**src/hw/rtl/wrms_pkg.sv**
```systemverilog
// Shared types and register map for the weighted RMS fit error block.
package wrms_pkg;

	localparam logic [1:0] REG_POINTS = 2'd0;
	localparam logic [1:0] REG_FLOWS  = 2'd1;
	localparam logic [1:0] REG_ENABLE = 2'd2;

	typedef struct packed {
		logic        flow_en;
		logic [63:0] flow_sum;
		logic [23:0] flow_div;
		logic [4:0]  flow_num;
		logic        flow_sat;
		logic        tot_en;
		logic [63:0] blk_sum;
		logic [23:0] scale;
		logic        blk_sat;
	} job_t;

endpackage

```
**src/hw/rtl/wrms_front.sv**
```systemverilog
// Front end: accepts trace points, squares weighted error, accumulates flow and block sums.
module wrms_front #(
	parameter int MAX_POINTS = 256,
	parameter int MAX_FLOWS  = 32
) (
	input  logic               clk,
	input  logic               arst_n,
	input  logic               s_tvalid,
	output logic               s_tready,
	input  logic [63:0]        s_tdata,
	input  logic [8:0]         points_cfg,
	input  logic [5:0]         flows_cfg,
	input  logic               flow_en_cfg,
	input  logic               q_full,
	output logic               push,
	output wrms_pkg::job_t     push_job
);
	import wrms_pkg::*;

	localparam int PW = $clog2(MAX_POINTS + 1);
	localparam int FW = $clog2(MAX_FLOWS + 1);

	logic          v_s1, v_s2, v_s3;
	logic [16:0]   mag_s1;
	logic [15:0]   w_s1, scale_s1, scale_s2, scale_s3;
	logic [31:0]   e_s2;
	logic [63:0]   sq_s3;
	logic [PW-1:0] npts, pc_q, pc_nx;
	logic [FW-1:0] nflows, fc_q, fc_nx;
	logic [63:0]   fsum_q, bsum_q, fsum_nx, bsum_nx;
	logic [23:0]   ssum_q, ssum_nx;
	logic          fsat_q, bsat_q, fsat_nx, bsat_nx;
	logic [64:0]   fadd, badd;
	logic signed [16:0] diff;
	logic          flow_end, blk_end;

	always_comb begin
		if (points_cfg == 9'd0) begin
			npts = PW'(1);
		end else if (32'(points_cfg) > 32'(MAX_POINTS)) begin
			npts = PW'(MAX_POINTS);
		end else begin
			npts = PW'(points_cfg);
		end
		if (flows_cfg == 6'd0) begin
			nflows = FW'(1);
		end else if (32'(flows_cfg) > 32'(MAX_FLOWS)) begin
			nflows = FW'(MAX_FLOWS);
		end else begin
			nflows = FW'(flows_cfg);
		end
	end

	assign s_tready = !(v_s1 || v_s2 || v_s3) && !q_full;
	assign diff = $signed({s_tdata[15], s_tdata[15:0]}) - $signed({s_tdata[31], s_tdata[31:16]});

	assign fadd     = {1'b0, fsum_q} + {1'b0, sq_s3};
	assign badd     = {1'b0, bsum_q} + {1'b0, sq_s3};
	assign fsum_nx  = fadd[64] ? '1 : fadd[63:0];
	assign bsum_nx  = badd[64] ? '1 : badd[63:0];
	assign fsat_nx  = fsat_q | fadd[64];
	assign bsat_nx  = bsat_q | badd[64];
	assign ssum_nx  = (pc_q == '0) ? ssum_q + 24'(scale_s3) : ssum_q;
	assign pc_nx    = pc_q + PW'(1);
	assign fc_nx    = fc_q + FW'(1);
	assign flow_end = v_s3 && (pc_nx >= npts);
	assign blk_end  = flow_end && (fc_nx >= nflows);
	assign push     = flow_end && (flow_en_cfg || blk_end);

	always_comb begin
		push_job.flow_en  = flow_en_cfg;
		push_job.flow_sum = fsum_nx;
		push_job.flow_div = 24'(npts);
		push_job.flow_num = 5'(fc_q);
		push_job.flow_sat = fsat_nx;
		push_job.tot_en   = blk_end;
		push_job.blk_sum  = bsum_nx;
		push_job.scale    = ssum_nx;
		push_job.blk_sat  = bsat_nx;
	end

	always_ff @(posedge clk) begin
		mag_s1   <= diff[16] ? 17'(-diff) : 17'(diff);
		w_s1     <= s_tdata[47:32];
		scale_s1 <= s_tdata[63:48];
		e_s2     <= 32'(mag_s1 * w_s1);
		scale_s2 <= scale_s1;
		sq_s3    <= e_s2 * e_s2;
		scale_s3 <= scale_s2;
	end

	always_ff @(posedge clk or negedge arst_n) begin
		if (!arst_n) begin
			v_s1   <= 1'b0;
			v_s2   <= 1'b0;
			v_s3   <= 1'b0;
			pc_q   <= '0;
			fc_q   <= '0;
			fsum_q <= '0;
			bsum_q <= '0;
			ssum_q <= '0;
			fsat_q <= 1'b0;
			bsat_q <= 1'b0;
		end else begin
			v_s1 <= s_tvalid && s_tready;
			v_s2 <= v_s1;
			v_s3 <= v_s2;
			if (v_s3) begin
				if (flow_end) begin
					pc_q   <= '0;
					fsum_q <= '0;
					fsat_q <= 1'b0;
					if (blk_end) begin
						fc_q   <= '0;
						bsum_q <= '0;
						ssum_q <= '0;
						bsat_q <= 1'b0;
					end else begin
						fc_q   <= fc_nx;
						bsum_q <= bsum_nx;
						ssum_q <= ssum_nx;
						bsat_q <= bsat_nx;
					end
				end else begin
					pc_q   <= pc_nx;
					fsum_q <= fsum_nx;
					fsat_q <= fsat_nx;
					bsum_q <= bsum_nx;
					ssum_q <= ssum_nx;
					bsat_q <= bsat_nx;
				end
			end
		end
	end

endmodule

```
**src/hw/rtl/wrms_jobq.sv**
```systemverilog
// Two-entry job queue between front end and back end.
module wrms_jobq (
	input  logic            clk,
	input  logic            arst_n,
	input  logic            push,
	input  wrms_pkg::job_t  push_job,
	input  logic            pop,
	output wrms_pkg::job_t  head,
	output logic            empty,
	output logic            full
);
	import wrms_pkg::*;

	job_t       mem [2];
	logic       wp_q, rp_q;
	logic [1:0] cnt_q;

	assign empty = (cnt_q == 2'd0);
	assign full  = (cnt_q == 2'd2);
	assign head  = mem[rp_q];

	always_ff @(posedge clk) begin
		if (push) begin
			mem[wp_q] <= push_job;
		end
	end

	always_ff @(posedge clk or negedge arst_n) begin
		if (!arst_n) begin
			wp_q  <= 1'b0;
			rp_q  <= 1'b0;
			cnt_q <= 2'd0;
		end else begin
			if (push) begin
				wp_q <= ~wp_q;
			end
			if (pop) begin
				rp_q <= ~rp_q;
			end
			cnt_q <= cnt_q + 2'(push) - 2'(pop);
		end
	end

`ifndef SYNTH
	a_no_overflow: assert property (@(posedge clk) disable iff (!arst_n) full |-> !push)
		else $error("job pushed into full queue");
	a_no_underflow: assert property (@(posedge clk) disable iff (!arst_n) empty |-> !pop)
		else $error("job popped from empty queue");
	a_count: assert property (@(posedge clk) disable iff (!arst_n)
		(push && !pop && !full) |=> !empty)
		else $error("queue count lost a push");
`endif

endmodule

```
**src/hw/rtl/wrms_back.sv**
```systemverilog
// Back end: serial divider and square root producing result transactions.
module wrms_back (
	input  logic           clk,
	input  logic           arst_n,
	input  logic           q_empty,
	input  wrms_pkg::job_t head,
	output logic           pop,
	output logic           m_tvalid,
	input  logic           m_tready,
	output logic [39:0]    m_tdata,
	output logic           m_tuser,
	output logic           m_tlast
);
	import wrms_pkg::*;

	typedef enum logic [1:0] {B_IDLE, B_DIV, B_SQRT, B_OUT} bstate_t;

	bstate_t     st_q;
	logic        tot_q;
	logic [71:0] dvd_q, dvd_nx;
	logic [23:0] div_q, rem_q, rem_nx;
	logic [24:0] rem2;
	logic [6:0]  cnt_q;
	logic [63:0] x_q;
	logic [34:0] srem_q, stmp, strial;
	logic [31:0] root_q, root_nx;
	logic [34:0] srem_nx;
	logic [31:0] rms_q;
	logic [4:0]  fnum_q;
	logic        zerr_q, sat_q, last_q;

	assign rem2 = {rem_q, dvd_q[71]};
	always_comb begin
		if (rem2 >= {1'b0, div_q}) begin
			rem_nx = 24'(rem2 - {1'b0, div_q});
			dvd_nx = {dvd_q[70:0], 1'b1};
		end else begin
			rem_nx = rem2[23:0];
			dvd_nx = {dvd_q[70:0], 1'b0};
		end
	end

	assign stmp   = {srem_q[32:0], x_q[63:62]};
	assign strial = {1'b0, root_q, 2'b01};
	always_comb begin
		if (stmp >= strial) begin
			srem_nx = stmp - strial;
			root_nx = {root_q[30:0], 1'b1};
		end else begin
			srem_nx = stmp;
			root_nx = {root_q[30:0], 1'b0};
		end
	end

	assign m_tvalid = (st_q == B_OUT);
	assign m_tdata  = {1'b0, sat_q, zerr_q, fnum_q, rms_q};
	assign m_tuser  = tot_q;
	assign m_tlast  = last_q;
	assign pop      = m_tvalid && m_tready && (tot_q || !head.tot_en);

	always_ff @(posedge clk or negedge arst_n) begin
		if (!arst_n) begin
			st_q   <= B_IDLE;
			tot_q  <= 1'b0;
			dvd_q  <= '0;
			div_q  <= '0;
			rem_q  <= '0;
			cnt_q  <= '0;
			x_q    <= '0;
			srem_q <= '0;
			root_q <= '0;
			rms_q  <= '0;
			fnum_q <= '0;
			zerr_q <= 1'b0;
			sat_q  <= 1'b0;
			last_q <= 1'b0;
		end else begin
			case (st_q)
				B_IDLE: begin
					if (!q_empty) begin
						rem_q <= '0;
						cnt_q <= '0;
						if (head.flow_en) begin
							tot_q  <= 1'b0;
							dvd_q  <= {8'd0, head.flow_sum};
							div_q  <= head.flow_div;
							fnum_q <= head.flow_num;
							sat_q  <= head.flow_sat;
							zerr_q <= 1'b0;
							last_q <= !head.tot_en;
							st_q   <= B_DIV;
						end else begin
							tot_q  <= 1'b1;
							dvd_q  <= {head.blk_sum, 8'd0};
							div_q  <= head.scale;
							fnum_q <= '0;
							sat_q  <= head.blk_sat;
							last_q <= 1'b1;
							zerr_q <= (head.scale == '0);
							rms_q  <= '0;
							st_q   <= (head.scale == '0) ? B_OUT : B_DIV;
						end
					end
				end
				B_DIV: begin
					dvd_q <= dvd_nx;
					rem_q <= rem_nx;
					if (cnt_q == 7'd71) begin
						cnt_q <= '0;
						if (dvd_nx[71:64] != 8'd0) begin
							rms_q <= '1;
							st_q  <= B_OUT;
						end else begin
							x_q    <= dvd_nx[63:0];
							srem_q <= '0;
							root_q <= '0;
							st_q   <= B_SQRT;
						end
					end else begin
						cnt_q <= cnt_q + 7'd1;
					end
				end
				B_SQRT: begin
					srem_q <= srem_nx;
					root_q <= root_nx;
					x_q    <= {x_q[61:0], 2'b00};
					cnt_q  <= cnt_q + 7'd1;
					if (cnt_q == 7'd31) begin
						rms_q <= root_nx;
						st_q  <= B_OUT;
					end
				end
				B_OUT: begin
					if (m_tready) begin
						if (!tot_q && head.tot_en) begin
							tot_q  <= 1'b1;
							dvd_q  <= {head.blk_sum, 8'd0};
							div_q  <= head.scale;
							rem_q  <= '0;
							cnt_q  <= '0;
							fnum_q <= '0;
							sat_q  <= head.blk_sat;
							last_q <= 1'b1;
							zerr_q <= (head.scale == '0);
							rms_q  <= '0;
							st_q   <= (head.scale == '0) ? B_OUT : B_DIV;
						end else begin
							st_q <= B_IDLE;
						end
					end
				end
				default: st_q <= B_IDLE;
			endcase
		end
	end

`ifndef SYNTH
	a_flow_no_zerr: assert property (@(posedge clk) disable iff (!arst_n)
		(m_tvalid && !m_tuser) |-> !m_tdata[37])
		else $error("per-flow result flagged zero scale");
	a_total_last: assert property (@(posedge clk) disable iff (!arst_n)
		(m_tvalid && m_tuser) |-> (m_tlast && m_tdata[36:32] == 5'd0))
		else $error("total result not last or nonzero flow number");
	a_hold: assert property (@(posedge clk) disable iff (!arst_n)
		(m_tvalid && !m_tready) |=> (m_tvalid && $stable(m_tdata)))
		else $error("result changed while stalled");
`endif

endmodule

```
**src/hw/rtl/weighted_rms_fit_error_top.sv**
```systemverilog
// Top level of the weighted RMS fit error block: config registers and front/back wiring.
//
// Input stream s_*: one trace point per transaction, tdata = observed_sample,
// fitted_sample, emphasis_weight, flow_scale (16 bits each, lowest first).
// Output stream m_*: one result per transaction; tuser marks the block total,
// tlast marks the final result caused by one input point.
// APB port: points_per_flow at 0x0, flows_per_block at 0x4, per_flow_enable
// at 0x8; write only while the block is idle.
// Front end takes a new point only after the previous one has passed its three
// pipeline stages (difference, weight multiply, square) and the accumulate. A flow
// end pushes a job into a two-entry queue when per-flow results are enabled or the
// block ends; the back end runs a bit-serial divider and a bit-serial square root
// per result (a zero-scale total skips both).
// Reset clears all counts and sums and sets registers to 1, 1, 1.
// When the receiver stalls, the result holds; the queue fills and then
// s_tready drops until a job retires.
module weighted_rms_fit_error_top #(
	parameter int MAX_POINTS = 256,
	parameter int MAX_FLOWS  = 32
) (
	input  logic        clk,
	input  logic        arst_n,
	input  logic        s_tvalid,
	output logic        s_tready,
	input  logic [63:0] s_tdata,   // observed, fitted, weight, scale
	output logic        m_tvalid,
	input  logic        m_tready,
	output logic [39:0] m_tdata,   // rms_value, flow_number, scale_zero_error, accum_saturated, pad
	output logic        m_tuser,   // is_total
	output logic        m_tlast,
	input  logic        psel,
	input  logic        penable,
	input  logic        pwrite,
	input  logic [3:0]  paddr,
	input  logic [31:0] pwdata,
	output logic [31:0] prdata,
	output logic        pready
);
	import wrms_pkg::*;

	logic [8:0] pts_q;
	logic [5:0] flw_q;
	logic       en_q;
	logic       push, pop, q_empty, q_full;
	job_t       push_job, head;

	assign pready = 1'b1;

	always_comb begin
		case (paddr[3:2])
			REG_POINTS: prdata = {23'd0, pts_q};
			REG_FLOWS:  prdata = {26'd0, flw_q};
			REG_ENABLE: prdata = {31'd0, en_q};
			default:    prdata = '0;
		endcase
	end

	always_ff @(posedge clk or negedge arst_n) begin
		if (!arst_n) begin
			pts_q <= 9'd1;
			flw_q <= 6'd1;
			en_q  <= 1'b1;
		end else if (psel && penable && pwrite && pready) begin
			case (paddr[3:2])
				REG_POINTS: pts_q <= pwdata[8:0];
				REG_FLOWS:  flw_q <= pwdata[5:0];
				REG_ENABLE: en_q  <= pwdata[0];
				default: ;
			endcase
		end
	end

	wrms_front #(.MAX_POINTS(MAX_POINTS), .MAX_FLOWS(MAX_FLOWS)) u_front (
		.clk(clk), .arst_n(arst_n),
		.s_tvalid(s_tvalid), .s_tready(s_tready), .s_tdata(s_tdata),
		.points_cfg(pts_q), .flows_cfg(flw_q), .flow_en_cfg(en_q),
		.q_full(q_full), .push(push), .push_job(push_job)
	);

	wrms_jobq u_jobq (
		.clk(clk), .arst_n(arst_n), .push(push), .push_job(push_job),
		.pop(pop), .head(head), .empty(q_empty), .full(q_full)
	);

	wrms_back u_back (
		.clk(clk), .arst_n(arst_n), .q_empty(q_empty), .head(head), .pop(pop),
		.m_tvalid(m_tvalid), .m_tready(m_tready), .m_tdata(m_tdata),
		.m_tuser(m_tuser), .m_tlast(m_tlast)
	);

endmodule
```
**config.mk**
```make
export PLATFORM = sky130hd
export DESIGN_NAME = weighted_rms_fit_error_top
export DESIGN_NICKNAME = d
export VERILOG_FILES = /design/src/hw/rtl/wrms_pkg.sv /design/src/hw/rtl/wrms_front.sv /design/src/hw/rtl/wrms_jobq.sv /design/src/hw/rtl/wrms_back.sv /design/src/hw/rtl/weighted_rms_fit_error_top.sv
export SDC_FILE = /design/constraint.sdc
export NUM_CORES = 2
export LEC_CHECK = 0
export ABC_AREA = 1
export BUFFER_PORTS_ARGS = -buffer_cell sky130_fd_sc_hd__buf_2
export CORE_MARGIN = 2
export CORE_UTILIZATION = 50
export DETAILED_ROUTE_END_ITERATION = 10
export PLACE_DENSITY = 0.66
export RECOVER_POWER = 25
export SETUP_SLACK_MARGIN = 0.5
export SLEW_MARGIN = 10
export SYNTH_ARGS = -nofsm -noshare
export SYNTH_HDL_FRONTEND = slang
export SYNTH_SLANG_ARGS = --single-unit
```
**constraint.sdc**
```tcl
create_clock -name clk -period 11.51 [get_ports clk]
set_input_delay 2.302 -clock clk [delete_from_list [all_inputs] [get_ports clk]]
set_output_delay 2.302 -clock clk [all_outputs]
set_load 0.02 [all_outputs]
```
==> run summary <==
The run gives 6 as the number of max-cap violations. The clock arrives with 0.1228 ns of skew. Among the stages of the critical path, the cell type that occurs most often is fa_1. The shortest period the worst path allows came out at 8.361 ns.

For this design the top-level I/O count stands at 184. Data on the critical path arrives at its endpoint at 8.94 ns. Yosys mapped a number of flops with a built-in enable equal to 340.

The net count reported at finish was 13570; the initial DRC count was 5926. The number of placed instances, taps included, is 14200. The horizontal die dimension is 439.4 µm. The run gives 8 as the iteration count of the initial detailed-routing pass.

For the total count of max-transition violations in the final report, the log shows 381. Post-detailed-routing wire length: 273100 µm. Averaged over all synthesized cells, the footprint is 7.986 µm².

The number of hold buffers added after CTS was 0. For the global-route total usage across every layer, the log shows 0.2868. The sum of negative setup slack came out at 0 ns. Traced cell by cell, the critical path runs through clkbuf_1 -> nand2_1 -> xor2_1 -> ha_1 -> o21bai_1 -> fa_1 -> ha_1 -> fa_1 -> fa_1 -> fa_1 -> fa_1 -> fa_1 -> ha_1 -> nand2_1 -> nor2_1 -> inv_1 -> nor2_1 -> inv_1 -> nor4_1 -> a21oi_1 -> or2_2 -> nand3_1 -> nand2_1. The relative max-transition margin was -3.238.

The cell family with the largest share of critical-path delay was adder cells. The number of global-route vias before repair was 79390; the biggest fanout along the worst timing path was 33. The post-CTS clock slew at the launch and capture registers of the worst setup and hold paths is 0.06 ns, and the fraction of the core area covered by cells at the end of the flow is 0.5384. Entering global routing, the biggest net connects 143 pins.

Setup repair after global routing left no endpoint under its margin. The tools report the kind of capture point of the worst setup path as a flip-flop. The part of the cycle the worst path needs is 0.7264, and the fraction of final layout cells with drive strength greater than 1 is 0.04473.

The number of buffers and inverters on the critical path is 3. The register bit total from synthesis came out at 1007. In this run the worst hold path is classified as flip-flop to flip-flop.

The run finished, with violations left. The logs give 214900 µm for the half-perimeter wire length after placement and 66 for the post-synthesis cell type count. The startpoint type of the worst setup path is a flip-flop. At the pin with the least slew margin, the transition time is 6.357 ns.

After detailed routing, the number of remaining DRC violations is 0. The run gives 0 as the number of endpoints with negative hold slack in the final report. Across all layers, the routed design uses 76800 vias.

The floorplan step set the die height to 439.4 µm. The starting density of the core is 0.5043, and the latest clock arrival within the worst-skew pair is 0.81 ns. The clock passes through at most 3 buffers. The first global-routing pass estimated 434400 µm of wire. In this run the clock root is driven by a clkbuf_16.

At the end of routability-driven placement, the weighted congestion stood at 1.035. After synthesis the cells add up to 94810 µm². TritonCTS built the clock tree. After the flow finishes, the layout carries non-filler instances totaling 14420. For this run, the number of Yosys warnings is 0. The checks that failed: capacitance limit, slew limit.

Synthesis handed over a netlist of 11870 instances. The worst setup path is of the flip-flop to flip-flop kind. In this design, the stage delay of the slowest critical-path cell is 1.46 ns.

The area overhead of the layout relative to synthesis works out to 6.755%. Proportion of synthesized chip area in sequential cells: 0.2745. Once detail routing completed, the nets flagged for antenna violations numbered 0. Main flop type after synthesis: dfrtp_1. The fraction of synthesis flops using an asynchronous set or reset pin works out to 0.4876. Static timing analysis puts the maximum clock frequency at 119.6 MHz.

The initial antenna violation count was 8. The number of buffers added on ports works out to 133. The slowest cell on the critical path was clkbuf_1. The total global routing overflow is 0, and the post-CTS resize count is 0.

For the number of buffers inserted by post-CTS setup repair, the log shows 0. The tools report the count of standard-cell rows as 159. The floorplan step defined a die boundary enclosing 193100 µm². In this run the standard cell core region covers 188000 µm². The number of buffers added by the clock tree synthesis step is 110.

The detailed-route wire length per cell works out to 18.94 µm. The H-tree was split into 3 levels. Setup violations remaining at the end of the flow were counted as 0. In the routed layout, each cell is associated on average with a via count of 5.327. For the worst setup path, the data required time is 12.09 ns. The tools report the number of clock sinks seen by CTS as 1007.
area by class of cell:
cell class | instances | area [µm²]
Fill cell | 17830 | 86790
Multi-Input combinational cell | 7999 | 57700
Sequential cell | 1007 | 26030
Inverter | 2500 | 9393
Tap cell | 2495 | 3122
Clock buffer | 144 | 3013
Timing Repair Buffer | 202 | 1207
Clock inverter | 64 | 738.2
Antenna cell | 5 | 12.51
layout by cell type (no fill, tap or decap), drive strengths merged, types with 78 or more instances in the layout:
| cell | n |
|---|---|
| nand2 | 3350 |
| o21ai | 528 |
| nor2 | 670 |
| clkbuf | 155 |
| edfxtp | 340 |
| xor2 | 175 |
| o211ai | 78 |
| dfxtp | 176 |
| inv | 2506 |
| buf | 191 |
| nand4 | 97 |
| fa | 1001 |
| a21oi | 471 |
| dfrtp | 488 |
| ha | 640 |
| nand3 | 450 |
through the flow:
step / hold WS [ns] / instance area, µm² / setup slack (ns)
detailed placement: 0.3121 / 97500 / 3.892
CTS: 0.3222 / 101300 / 3.825
global route: 0.3303 / 101200 / 2.722
global placement: 0.3115 / 97500 / 3.966
floorplan: 0.3096 / 94890 / 1.429
finish: 0.3257 / 101200 / 3.149
logic make-up after synthesis:
kind of cell / share of synthesized area
AND/OR/NAND/NOR: 0.2045
buffers and inverters: 0.1181
adder cells (fa/ha/maj): 0.2958
AO/OA/AOI/OAI: 0.07643
flip-flops: 0.2745
XOR/XNOR: 0.02328
multiplexers: 0.007285
other: 0.00007921
metal layers:
layer / routed length (µm) / GRT usage
met1: 121000 / 0.3980
met4: 8418 / 0.08669
met2: 127400 / 0.4711
met5: 0 / 0
met3: 16260 / 0.03410
path summary, 6_finish.rpt:
check                                startpoint                    to  slack (ns)  cells after the start
min                        u_front.scale_s2[14]  u_front.scale_s3[14]        0.33                      0
max                             u_front.e_s2[0]     u_front.sq_s3[62]        3.15                     23
min in group asynchronous                arst_n      u_back.rem_q[17]        3.83                      1
min reg2reg                u_front.scale_s2[14]  u_front.scale_s3[14]        0.33                      0
max reg2reg                     u_front.e_s2[0]     u_front.sq_s3[62]        3.15                     23
max in group asynchronous                arst_n       u_front.pc_q[5]        3.98                      1
synth_stat cells, types with 4 or more instances:
cell	instances	area [µm²]
fa_1	1001	20040
xnor2_1	77	674.4
a211oi_1	4	30.03
o21ai_0	433	2167
nor3_1	59	295.3
a31o_2	7	61.31
a21oi_2	9	78.83
nand2_1	3294	12360
buf_4	38	285.3
clkbuf_1	251	942.2
o21ai_1	90	450.4
nor4_1	14	87.58
o22ai_1	21	131.4
o211ai_1	78	585.6
buf_6	10	112.6
ha_1	640	8008
inv_1	2477	9298
nand4_1	97	606.8
mux2i_1	69	690.7
dfrtp_1	488	12210
o41ai_1	4	35.03
a31oi_1	19	118.9
a21o_1	22	165.2
dfxtp_1	176	3523
o21bai_1	45	337.8
or2_2	28	175.2
nand2_2	25	156.4
and2_1	4	25.02
xor2_1	175	1533
a21oi_1	459	2297
nand3_1	447	2237
nand3b_1	45	337.8
o21a_1	13	97.59
o31ai_1	4	30.03
buf_2	65	325.3
edfxtp_1	340	10210
buf_1	20	75.07
nor2_2	16	100.1
a21boi_0	6	45.04
inv_2	21	78.83
o221ai_1	49	429.2
nand2_4	31	349.1
nor2_1	651	2444
state kept, by name (all words and copies together), names as in the netlist, 16 cells and up:
register and flops:
u_jobq.mem 340, u_back.dvd_q 72, u_back.x_q 64, u_front.bsum_q 64
u_front.fsum_q 64, u_front.sq_s3 63, u_back.srem_q 33, u_back.rms_q 32
u_back.root_q 32, u_front.e_s2 32, u_back.div_q 24, u_back.rem_q 24
u_front.ssum_q 24, u_front.mag_s1 17, u_front.scale_s1 16, u_front.scale_s2 16
u_front.scale_s3 16, u_front.w_s1 16
Power is left out: the tool's default activity adds up to more than one toggle a clock period on the data nets, which glitch-free logic cannot reach.
